==> src/design/mcfc_pkg.sv <==
package mcfc_pkg;

  typedef enum logic {
    KIND_PACK   = 1'b0,
    KIND_UNPACK = 1'b1
  } kind_t;

  localparam int unsigned FRAME_W = 64;
  localparam int unsigned BYTE_W  = 8;
  localparam int unsigned POS_W   = 21;
  localparam int unsigned VEL_W   = 23;
  localparam int unsigned KP_W    = 25;
  localparam int unsigned KD_W    = 19;
  localparam int unsigned TRQ_W   = 21;

  localparam logic [20:0] POS_SPAN = 21'd1638400;
  localparam logic [22:0] VEL_SPAN = 23'd5898240;
  localparam logic [24:0] KP_SPAN  = 25'd32768000;
  localparam logic [18:0] KD_SPAN  = 19'd327680;
  localparam logic [20:0] TRQ_SPAN = 21'd1966080;

  localparam logic [20:0] POS_OFS = 21'd819200;
  localparam logic [21:0] VEL_OFS = 22'd2949120;
  localparam logic [19:0] TRQ_OFS = 20'd983040;

  localparam logic [21:0] POS_RCP = 22'd2684355;
  localparam logic [18:0] VEL_RCP = 19'd372828;
  localparam logic [19:0] KP_RCP  = 20'd536871;
  localparam logic [14:0] KD_RCP  = 15'd26215;
  localparam logic [16:0] TRQ_RCP = 17'd69906;

  localparam logic [4:0] POS_K = 5'd25;
  localparam logic [5:0] VEL_K = 6'd45;
  localparam logic [3:0] TRQ_K = 4'd15;

  localparam logic [15:0] CODE16_MAX = 16'hFFFF;
  localparam logic [11:0] CODE12_MAX = 12'hFFF;

endpackage

==> src/design/motor_can_frame_codec_core.sv <==
// Motor CAN frame codec.
// One request on the in_ channel carries a kind bit and the fields of both
// directions. Kind pack saturates the five command values to their ranges,
// quantises them and presents the packed 64-bit command frame; the reply
// fields of the result are then zero. Kind unpack splits the 64-bit reply
// frame into id, position, velocity, torque, temperature and fault byte and
// scales the three codes back to Q16.16; the command frame is then zero.
// Each request gives exactly one result on the out_ channel.
// A request passes an input register, an intermediate register and the
// result register, in that order.
// One request is accepted in every cycle while the result side keeps up.
// When out_stall is high the result holds; the two earlier registers still
// fill, and in_stall rises only once all three hold waiting requests.
// Reset empties all three registers; no result is pending afterwards.
module motor_can_frame_codec_core (
  input  logic                clk,
  input  logic                rst_n,
  input  logic                in_valid,
  output logic                in_stall,
  input  logic                in_kind,
  input  logic signed [20:0]  in_cmd_position,
  input  logic signed [22:0]  in_cmd_velocity,
  input  logic        [24:0]  in_cmd_stiffness,
  input  logic        [18:0]  in_cmd_damping,
  input  logic signed [20:0]  in_cmd_torque,
  input  logic        [63:0]  in_reply_frame,
  output logic                out_valid,
  input  logic                out_stall,
  output logic        [63:0]  out_command_frame,
  output logic        [7:0]   out_node_id,
  output logic signed [20:0]  out_meas_position,
  output logic signed [22:0]  out_meas_velocity,
  output logic signed [20:0]  out_meas_torque,
  output logic        [7:0]   out_temperature,
  output logic        [7:0]   out_fault_code
);

  logic adv3, adv2, adv1;

  logic                s1_valid_r;
  mcfc_pkg::kind_t     s1_kind_r;
  logic signed [20:0]  s1_pos_r;
  logic signed [22:0]  s1_vel_r;
  logic        [24:0]  s1_kp_r;
  logic        [18:0]  s1_kd_r;
  logic signed [20:0]  s1_trq_r;
  logic        [63:0]  s1_reply_r;

  logic                s2_valid_r;
  mcfc_pkg::kind_t     s2_kind_r;
  logic        [20:0]  s2_pos_n1_r, s2_pos_n1_nxt;
  logic        [17:0]  s2_vel_n1_r, s2_vel_n1_nxt;
  logic        [18:0]  s2_kp_n1_r,  s2_kp_n1_nxt;
  logic        [14:0]  s2_kd_n1_r,  s2_kd_n1_nxt;
  logic        [15:0]  s2_trq_n1_r, s2_trq_n1_nxt;
  logic        [20:0]  s2_rpos_u_r, s2_rpos_u_nxt;
  logic        [22:0]  s2_rvel_u_r, s2_rvel_u_nxt;
  logic        [20:0]  s2_rtrq_u_r, s2_rtrq_u_nxt;
  logic        [23:0]  s2_bytes_r;

  logic                out_valid_r;
  logic        [63:0]  frame_r, frame_nxt;
  logic        [7:0]   id_r, id_nxt;
  logic signed [20:0]  mpos_r, mpos_nxt;
  logic signed [22:0]  mvel_r, mvel_nxt;
  logic signed [20:0]  mtrq_r, mtrq_nxt;
  logic        [7:0]   temp_r, temp_nxt;
  logic        [7:0]   fault_r, fault_nxt;

  // Handshake: a stage advances when the stage after it is empty or moving.
  assign adv3     = !out_valid_r || !out_stall;
  assign adv2     = !s2_valid_r || adv3;
  assign adv1     = !s1_valid_r || adv2;
  assign in_stall = !adv1;

  // Stage two: saturation and the power-of-two part of the quantiser, and the
  // scaling products of the reply codes.
  logic signed [21:0] pos_d, trq_d;
  logic signed [23:0] vel_d;
  logic        [20:0] pos_c, trq_c;
  logic        [22:0] vel_c;
  logic        [24:0] kp_c;
  logic        [18:0] kd_c;
  logic        [36:0] pos_dm, kp_dm;
  logic        [34:0] vel_dm;
  logic        [30:0] kd_dm;
  logic        [32:0] trq_dm;
  logic        [17:0] rvel_t;
  logic        [15:0] rtrq_t;

  always_comb begin
    pos_d = 22'(s1_pos_r) + $signed({1'b0, mcfc_pkg::POS_OFS});
    vel_d = 24'(s1_vel_r) + $signed({2'b0, mcfc_pkg::VEL_OFS});
    trq_d = 22'(s1_trq_r) + $signed({2'b0, mcfc_pkg::TRQ_OFS});

    if (pos_d[21]) begin
      pos_c = '0;
    end else if (pos_d[20:0] > mcfc_pkg::POS_SPAN) begin
      pos_c = mcfc_pkg::POS_SPAN;
    end else begin
      pos_c = pos_d[20:0];
    end
    if (vel_d[23]) begin
      vel_c = '0;
    end else if (vel_d[22:0] > mcfc_pkg::VEL_SPAN) begin
      vel_c = mcfc_pkg::VEL_SPAN;
    end else begin
      vel_c = vel_d[22:0];
    end
    if (trq_d[21]) begin
      trq_c = '0;
    end else if (trq_d[20:0] > mcfc_pkg::TRQ_SPAN) begin
      trq_c = mcfc_pkg::TRQ_SPAN;
    end else begin
      trq_c = trq_d[20:0];
    end
    kp_c = (s1_kp_r > mcfc_pkg::KP_SPAN) ? mcfc_pkg::KP_SPAN : s1_kp_r;
    kd_c = (s1_kd_r > mcfc_pkg::KD_SPAN) ? mcfc_pkg::KD_SPAN : s1_kd_r;

    // The code range times the offset value, taken as a shift and a subtract.
    pos_dm = {pos_c, 16'b0} - {16'b0, pos_c};
    vel_dm = {vel_c, 12'b0} - {12'b0, vel_c};
    kp_dm  = {kp_c, 12'b0}  - {12'b0, kp_c};
    kd_dm  = {kd_c, 12'b0}  - {12'b0, kd_c};
    trq_dm = {trq_c, 12'b0} - {12'b0, trq_c};

    s2_pos_n1_nxt = pos_dm[36:16];
    s2_vel_n1_nxt = vel_dm[34:17];
    s2_kp_n1_nxt  = kp_dm[36:18];
    s2_kd_n1_nxt  = kd_dm[30:16];
    s2_trq_n1_nxt = trq_dm[32:17];

    s2_rpos_u_nxt = 21'(s1_reply_r[55:40]) * 21'(mcfc_pkg::POS_K);
    rvel_t        = 18'(s1_reply_r[39:28]) * 18'(mcfc_pkg::VEL_K);
    rtrq_t        = 16'(s1_reply_r[27:16]) * 16'(mcfc_pkg::TRQ_K);
    s2_rvel_u_nxt = {rvel_t, 5'b0};
    s2_rtrq_u_nxt = {rtrq_t, 5'b0};
  end

  // Stage three: the odd part of each divisor by reciprocal multiplication,
  // and division of the reply products by the code range with one correction.
  logic [42:0] pos_prod;
  logic [36:0] vel_prod;
  logic [38:0] kp_prod;
  logic [29:0] kd_prod;
  logic [32:0] trq_prod;
  logic [4:0]  rpos_qa;
  logic [10:0] rvel_qa;
  logic [8:0]  rtrq_qa;
  logic [16:0] rpos_ra;
  logic [12:0] rvel_ra, rtrq_ra;
  logic [21:0] rpos_res, rtrq_res;
  logic [23:0] rvel_res;

  always_comb begin
    pos_prod = 43'(s2_pos_n1_r) * 43'(mcfc_pkg::POS_RCP);
    vel_prod = 37'(s2_vel_n1_r) * 37'(mcfc_pkg::VEL_RCP);
    kp_prod  = 39'(s2_kp_n1_r)  * 39'(mcfc_pkg::KP_RCP);
    kd_prod  = 30'(s2_kd_n1_r)  * 30'(mcfc_pkg::KD_RCP);
    trq_prod = 33'(s2_trq_n1_r) * 33'(mcfc_pkg::TRQ_RCP);

    rpos_qa  = s2_rpos_u_r[20:16];
    rpos_ra  = {1'b0, s2_rpos_u_r[15:0]} + 17'(rpos_qa);
    rpos_res = 22'(s2_rpos_u_r) + 22'(rpos_qa)
             + 22'(rpos_ra >= 17'(mcfc_pkg::CODE16_MAX));

    rvel_qa  = s2_rvel_u_r[22:12];
    rvel_ra  = {1'b0, s2_rvel_u_r[11:0]} + 13'(rvel_qa);
    rvel_res = 24'(s2_rvel_u_r) + 24'(rvel_qa)
             + 24'(rvel_ra >= 13'(mcfc_pkg::CODE12_MAX));

    rtrq_qa  = s2_rtrq_u_r[20:12];
    rtrq_ra  = {1'b0, s2_rtrq_u_r[11:0]} + 13'(rtrq_qa);
    rtrq_res = 22'(s2_rtrq_u_r) + 22'(rtrq_qa)
             + 22'(rtrq_ra >= 13'(mcfc_pkg::CODE12_MAX));

    frame_nxt = '0;
    id_nxt    = '0;
    mpos_nxt  = '0;
    mvel_nxt  = '0;
    mtrq_nxt  = '0;
    temp_nxt  = '0;
    fault_nxt = '0;
    unique case (s2_kind_r)
      mcfc_pkg::KIND_PACK: begin
        frame_nxt = {pos_prod[41:26], vel_prod[35:24], kp_prod[37:26],
                     kd_prod[28:17], trq_prod[31:20]};
      end
      mcfc_pkg::KIND_UNPACK: begin
        id_nxt    = s2_bytes_r[23:16];
        mpos_nxt  = 21'(rpos_res - 22'(mcfc_pkg::POS_OFS));
        mvel_nxt  = 23'(rvel_res - 24'(mcfc_pkg::VEL_OFS));
        mtrq_nxt  = 21'(rtrq_res - 22'(mcfc_pkg::TRQ_OFS));
        temp_nxt  = s2_bytes_r[15:8];
        fault_nxt = s2_bytes_r[7:0];
      end
      default: begin
        frame_nxt = '0;
      end
    endcase
  end

  always_ff @(posedge clk) begin
    if (!rst_n) begin
      s1_valid_r  <= 1'b0;
      s2_valid_r  <= 1'b0;
      out_valid_r <= 1'b0;
    end else begin
      if (adv1) begin
        s1_valid_r <= in_valid;
      end
      if (adv2) begin
        s2_valid_r <= s1_valid_r;
      end
      if (adv3) begin
        out_valid_r <= s2_valid_r;
      end
    end
  end

  always_ff @(posedge clk) begin
    if (in_valid && adv1) begin
      s1_kind_r  <= mcfc_pkg::kind_t'(in_kind);
      s1_pos_r   <= in_cmd_position;
      s1_vel_r   <= in_cmd_velocity;
      s1_kp_r    <= in_cmd_stiffness;
      s1_kd_r    <= in_cmd_damping;
      s1_trq_r   <= in_cmd_torque;
      s1_reply_r <= in_reply_frame;
    end
    if (s1_valid_r && adv2) begin
      s2_kind_r   <= s1_kind_r;
      s2_pos_n1_r <= s2_pos_n1_nxt;
      s2_vel_n1_r <= s2_vel_n1_nxt;
      s2_kp_n1_r  <= s2_kp_n1_nxt;
      s2_kd_n1_r  <= s2_kd_n1_nxt;
      s2_trq_n1_r <= s2_trq_n1_nxt;
      s2_rpos_u_r <= s2_rpos_u_nxt;
      s2_rvel_u_r <= s2_rvel_u_nxt;
      s2_rtrq_u_r <= s2_rtrq_u_nxt;
      s2_bytes_r  <= {s1_reply_r[63:56], s1_reply_r[15:0]};
    end
    if (s2_valid_r && adv3) begin
      frame_r <= frame_nxt;
      id_r    <= id_nxt;
      mpos_r  <= mpos_nxt;
      mvel_r  <= mvel_nxt;
      mtrq_r  <= mtrq_nxt;
      temp_r  <= temp_nxt;
      fault_r <= fault_nxt;
    end
  end

  assign out_valid         = out_valid_r;
  assign out_command_frame = frame_r;
  assign out_node_id       = id_r;
  assign out_meas_position = mpos_r;
  assign out_meas_velocity = mvel_r;
  assign out_meas_torque   = mtrq_r;
  assign out_temperature   = temp_r;
  assign out_fault_code    = fault_r;

`ifndef SYNTHESIS
  a_stall_only_when_full: assert property (@(posedge clk) disable iff (!rst_n)
    in_stall |-> (s1_valid_r && s2_valid_r && out_valid_r && out_stall))
    else $error("input stalled while the pipeline has room");

  a_kinds_exclusive: assert property (@(posedge clk) disable iff (!rst_n)
    (out_valid_r && (frame_r != 64'd0)) |->
      (id_r == 8'd0 && mpos_r == 21'sd0 && mvel_r == 23'sd0 && mtrq_r == 21'sd0
       && temp_r == 8'd0 && fault_r == 8'd0))
    else $error("result carries fields of both frame kinds");

  a_pos_range: assert property (@(posedge clk) disable iff (!rst_n)
    out_valid_r |-> (mpos_r >= -21'sd819200 && mpos_r <= 21'sd819200))
    else $error("decoded position out of range");

  a_vel_range: assert property (@(posedge clk) disable iff (!rst_n)
    out_valid_r |-> (mvel_r >= -23'sd2949120 && mvel_r <= 23'sd2949120))
    else $error("decoded velocity out of range");

  a_trq_range: assert property (@(posedge clk) disable iff (!rst_n)
    out_valid_r |-> (mtrq_r >= -21'sd983040 && mtrq_r <= 21'sd983040))
    else $error("decoded torque out of range");
`endif

endmodule

==> config.mk <==
export PLATFORM = sky130hd
export DESIGN_NAME = motor_can_frame_codec_core
export DESIGN_NICKNAME = d
export VERILOG_FILES = /design/src/design/mcfc_pkg.sv /design/src/design/motor_can_frame_codec_core.sv
export SDC_FILE = /design/constraint.sdc
export NUM_CORES = 2
export LEC_CHECK = 0
export BUFFER_PORTS_ARGS = -buffer_cell sky130_fd_sc_hd__buf_4
export CORE_AREA = 2 2 374 376
export DETAILED_ROUTE_END_ITERATION = 10
export DIE_AREA = 0 0 376 378
export PLACE_DENSITY = 0.61
export SLEW_MARGIN = 20
export SYNTH_ARGS = -nofsm -noshare
export SYNTH_HDL_FRONTEND = slang
export SYNTH_SLANG_ARGS = --single-unit
==> constraint.sdc <==
create_clock -name clk -period 14.6 [get_ports clk]
set_input_delay 2.92 -clock clk [delete_from_list [all_inputs] [get_ports clk]]
set_output_delay 2.92 -clock clk [all_outputs]
set_load 0.01 [all_outputs]
# After elaboration in Yosys (flattened, before gate mapping)
# Cells that the tools add are included.
dict set report totals {
  word_cells 82
  output_inout_bits 155
  regBits 499
}
dict set report classes {
  multipliers 8
  addsub 20
  magnitude_cmp 8
  n_reduce_logical 11
  n_mux 8
}
# cell n
set ops {}
lappend ops {{2-to-1 mux 21 bit} 4}
lappend ops {{2-to-1 mux 23 bit} 2}
lappend ops {{adder 21 x 21 -> 22 bit, second input constant} 2}
lappend ops {{adder 21 x 1 -> 21 bit} 2}
lappend ops {{> comparator 21 bit, second input constant} 2}
lappend ops {{multiplier 21 x 22 -> 42 bit, second input constant} 1}
lappend ops {{subtractor 21 x 20 -> 21 bit, second input constant} 2}
lappend ops {{multiplier 19 x 20 -> 38 bit, second input constant} 1}
lappend ops {{subtractor 37 x 21 -> 37 bit} 1}
lappend ops {{subtractor 37 x 25 -> 37 bit} 1}
lappend ops {{subtractor 35 x 23 -> 35 bit} 1}
lappend ops {{multiplier 18 x 17 -> 34 bit, second input constant} 1}
lappend ops {{subtractor 33 x 21 -> 33 bit} 1}
lappend ops {{multiplier 16 x 16 -> 31 bit, second input constant} 1}
lappend ops {{subtractor 31 x 19 -> 31 bit} 1}
lappend ops {{multiplier 15 x 15 -> 29 bit, second input constant} 1}
lappend ops {{greater-or-equal comparator 13 x 12 -> 1 bit, second input constant} 2}
lappend ops {{> comparator 25 bit, second input constant} 1}
lappend ops {{2-to-1 mux 25 bit} 1}
lappend ops {{adder 23 x 23 -> 24 bit, second input constant} 1}
lappend ops {{adder 23 x 1 -> 23 bit} 1}
lappend ops {{adder 23 x 11 -> 23 bit} 1}
lappend ops {{> comparator 23 bit, second input constant} 1}
lappend ops {{subtractor 23 x 22 -> 23 bit, second input constant} 1}
lappend ops {{14 further kinds} 22}

# Depth between registers and ports, before layout
dict set report depth {
  ltp_word 5
  mapped_depth 26
  depth_no_buf 26
}

# Worst setup path after synthesis
# Ideal clock, no wire load.
dict set report synth_path {
  path_kind {input port to flip-flop}
  start {input port out_stall}
  end {register frame_r[0], in the netlist out_command_frame[0], enable pin}
  required_ns 13.703
  arrival_ns 13.963
  path_buffers 0
  stages 1
  setup_time_ns 0.897
  path_slack_ns -0.260
  path_cell_list {a21boi_0}
}
dict set report synth_between {
  elab_chain_cells 3
}
# item line
set synth_rtl {}
lappend synth_rtl {{from (decl)} motor_can_frame_codec_core.sv:28} ;# input logic out_stall,
lappend synth_rtl {{logical NOT 1 bit} motor_can_frame_codec_core.sv:71} ;# assign adv3 = !out_valid_r || !out_stall;
lappend synth_rtl {{logical OR 1 bit} motor_can_frame_codec_core.sv:71}
lappend synth_rtl {{logical AND 1 bit} motor_can_frame_codec_core.sv:243} ;# if (s2_valid_r && adv3) begin
lappend synth_rtl {{to (signal assigned)} motor_can_frame_codec_core.sv:244} ;# frame_r <= frame_nxt;
lappend synth_rtl {{to (decl)} motor_can_frame_codec_core.sv:62} ;# logic [63:0] frame_r, frame_nxt;
# No other way between the ends.
# A chain may end at the register's enable or synchronous reset.

# Worst setup path in the final report
dict set report layout_path {
  start {register s2_pos_n1_r[4]}
  end {register frame_r[58], in the netlist out_command_frame[58], data pin}
}
dict set report layout_between {
  elab_chain_cells 1
}
# item line
set layout_rtl {}
lappend layout_rtl {{from (decl)} motor_can_frame_codec_core.sv:51} ;# logic [20:0] s2_pos_n1_r, s2_pos_n1_nxt;
lappend layout_rtl {{from (signal assigned)} motor_can_frame_codec_core.sv:233} ;# s2_pos_n1_r <= s2_pos_n1_nxt;
lappend layout_rtl {{multiplier 21 x 22 -> 42 bit} motor_can_frame_codec_core.sv:156} ;# pos_prod = 43'(s2_pos_n1_r) * 43'(mcfc_pkg::POS_RCP);
# No other way between the ends.

==> flow_metrics.env <==
export IMPL_setup_viol=0
export IMPL_synth_seq_cells=499
export IMPL_rsz0062_at_grt="no"
export IMPL_postCtsHoldBufs=0
export IMPL_coreArea_um2=139000
export IMPL_antenna_found_initial=9
export IMPL_critPathLaunchType="flop"
export IMPL_path_depth=22
export IMPL_endpoint_kind="flop"
export IMPL_viasPerCell=4.71
export IMPL_firstDrtPassIters=5
export IMPL_initial_core_util_pct=34.7
export IMPL_period_needed_ns=7.33
export IMPL_detailed_place_hpwl_um=89000
export IMPL_rr_worst_depth=22
export IMPL_rrSetupSlack_ns=7.27
export IMPL_die_area_um2=142000
export IMPL_cp_slowest_stage_delay_ns=0.58
export IMPL_gr_total_overflow=0
export IMPL_fin_nets=6120
export IMPL_cts_tree="done"
export IMPL_worstPathArrival_ns=7.75
export IMPL_crit_top_cell="fa_1"
export IMPL_clk_latency_ns=0.68
export IMPL_areaGrowthSynthToFinish_pct=14.9
export IMPL_whs_ns=0.417
export IMPL_cts_max_level=3
export IMPL_grt_max_degree=153
export IMPL_maxSlewViolCount=0
export IMPL_rows=137
export IMPL_synth_flop_cell="edfxtp_1"
export IMPL_hold_viol_final=0
export IMPL_r2r_start="s2_pos_n1_r[4]"
export IMPL_num_io_pins=333
export IMPL_finalWeightedCongestion=0.918
export IMPL_dpl_instance_area_um2=52700
export IMPL_wirelength_um=108000
export IMPL_cts_root_buf="clkbuf_16"
export IMPL_syn_num_nets=5754
export IMPL_worstHoldStart="s1_reply_r[2]"
export IMPL_synth_area_top_cells="edfxtp_1, ha_1, fa_1, inv_1, xnor2_1"
export IMPL_crit_buf_inv=4
export IMPL_dieHeight_um=378
export IMPL_via_count=30400
export IMPL_postRouteAntennaNets=0
export IMPL_wire_per_inst_um=16.8
export IMPL_path_class="reg2reg"
export IMPL_skew_ns=0.0559
export IMPL_cts_buffer_depth=3
export IMPL_ys_warn_count=0
export IMPL_hold_class="reg2reg"
export IMPL_synth_top_cell_area_share_pct=31.0
export IMPL_grt_usage_pct=15.5
export IMPL_syn_area_per_cell_um2=11.4
export IMPL_synth_area_um2=48000
export IMPL_outcome="finished, final reports clean"
export IMPL_cts_sinks=499
export IMPL_grt_pass1_wl_um=173000
export IMPL_worstPathRequired_ns=15.02
export IMPL_slowest_stage="fa_1"
export IMPL_clkSlewWorstSetupHoldPaths_ns=0.06
export IMPL_fin_setup_tns_ns=0
export IMPL_cp_endpoint="out_command_frame[58]"
export IMPL_crit_path_start="s2_pos_n1_r[4]"
export IMPL_yosysSeqAreaShare_pct=31.1
export IMPL_cts_resized=0
export IMPL_synthCells=4219
export IMPL_worst_pin_slew_ns=1.02
export IMPL_drc_errors=0
export IMPL_layout_commonest_cell="inv_1"
export IMPL_post_cts_buffers=0
export IMPL_fin_util_pct=39.8
export IMPL_cts_made_buffers=69
export IMPL_r2r_end="out_command_frame[58]"
export IMPL_drv_cap=0
export IMPL_layout_common_cells="inv_1, ha_1, edfxtp_1, fa_1, buf_4"
export IMPL_io_buffers=332
export IMPL_crit_chain="inv_1 > fa_1 > fa_1 > fa_1 > fa_1 > fa_1 > inv_1 > fa_1 > inv_1 > fa_1 > inv_1 > ha_1 > a2111oi_0 > nand2b_1 > a311oi_1 > o31ai_1 > a41o_1 > a211oi_1 > o21bai_1 > a21oi_1 > xor2_1 > nor2_1"
export IMPL_drtIter0Drc=1333
export IMPL_synth_top_area_cell="edfxtp_1"
export IMPL_grt_pass1_vias=31900
export IMPL_design_area_um2=55200
export IMPL_path_delay_family="adder cells"
export IMPL_maxSlewHeadroom_pct=31.7
export IMPL_async_flop_share_pct=0
export IMPL_finalCritPeriodShare_pct=50.2
export IMPL_synth_distinct_cells=89
export IMPL_synth_edf_count=496
export IMPL_crit_path_max_fanout=7
export IMPL_die_w_um=376
export IMPL_max_freq_ghz=0.136
export IMPL_layout_drive_gt1_share_pct=11.0
## metal layers
layer	share of wire (%)	up-vias	routed length [um]	GRT usage, %
met2	47	542	50600	25.6
met3	5.0	157	5460	3.31
met4	3.0	2	3260	4.97
met5	0.0065	-	7	0
li1	-	15000	-	-
met1	45	14700	48900	20.3
## metrics by stage
step,setup WS [ns],cells
floorplan,2.89,4219
CTS,7.20,6449
detailed placement,7.22,6321
global route,6.63,6450
global placement,7.26,6321
finish,7.27,6450
## sequential cells by signal, indices dropped and copies added, names as in the netlist, 15 cells and up
name               cells
out_command_frame     64
s2_kd_n1_r            15
s2_rpos_u_r           21
s1_pos_r              21
s2_bytes_r            24
out_meas_velocity     23
s1_vel_r              23
s1_kd_r               19
out_meas_position     21
s2_vel_n1_r           18
out_meas_torque       21
s2_rtrq_u_r           16
s1_kp_r               25
s2_rvel_u_r           18
s2_trq_n1_r           16
s1_reply_r            64
s2_pos_n1_r           21
s2_kp_n1_r            19
s1_trq_r              21
## cell usage after synthesis, drive strengths merged (44+ instances only)
cell type and number:
o21ai 89, and2 115, xnor2 150, edfxtp 496, a21o 62, xor2 64, nor2 170, fa 480
inv 885, ha 877, nor3 44, a21oi 144, nand2 128
## layout make-up
class	count	area, um^2
Clock buffer	75	1750
Tap cell	1807	2260
Multi-Input combinational cell	2787	29600
Antenna cell	1	2.50
Fill cell	13300	83300
Clock inverter	53	729
Sequential cell	499	15000
Timing Repair Buffer	343	2590
Inverter	885	3320
## cells by family after synthesis
group,Yosys count,synth area share (%)
and+or+nand+nor,698,7.53
AOI/OAI and AO/OA,513,7.14
muxes,5,0.107
xor gates and xnor gates,214,3.90
adders and majority gates,1357,42.9
DFF,499,31.1
buffers and inverters,933,7.32
## worst min-delay path by stage
| stage | endpoint | slack (ns) | depth (start not counted) |
|---|---|---|---|
| 6_report | s2_bytes_r[2] | 0.42 | 0 |
| 2_1_floorplan | s2_bytes_r[0] | 0.40 | 0 |
| 5_1_grt | s2_bytes_r[2] | 0.42 | 0 |
| 3_5_place_dp | s2_bytes_r[4] | 0.41 | 0 |
| 3_3_place_gp | s2_bytes_r[9] | 0.40 | 0 |
| 4_1_cts | s2_bytes_r[2] | 0.42 | 0 |
Power is left out: the tool's default activity adds up to more than one toggle a clock period on the data nets, which glitch-free logic cannot reach.
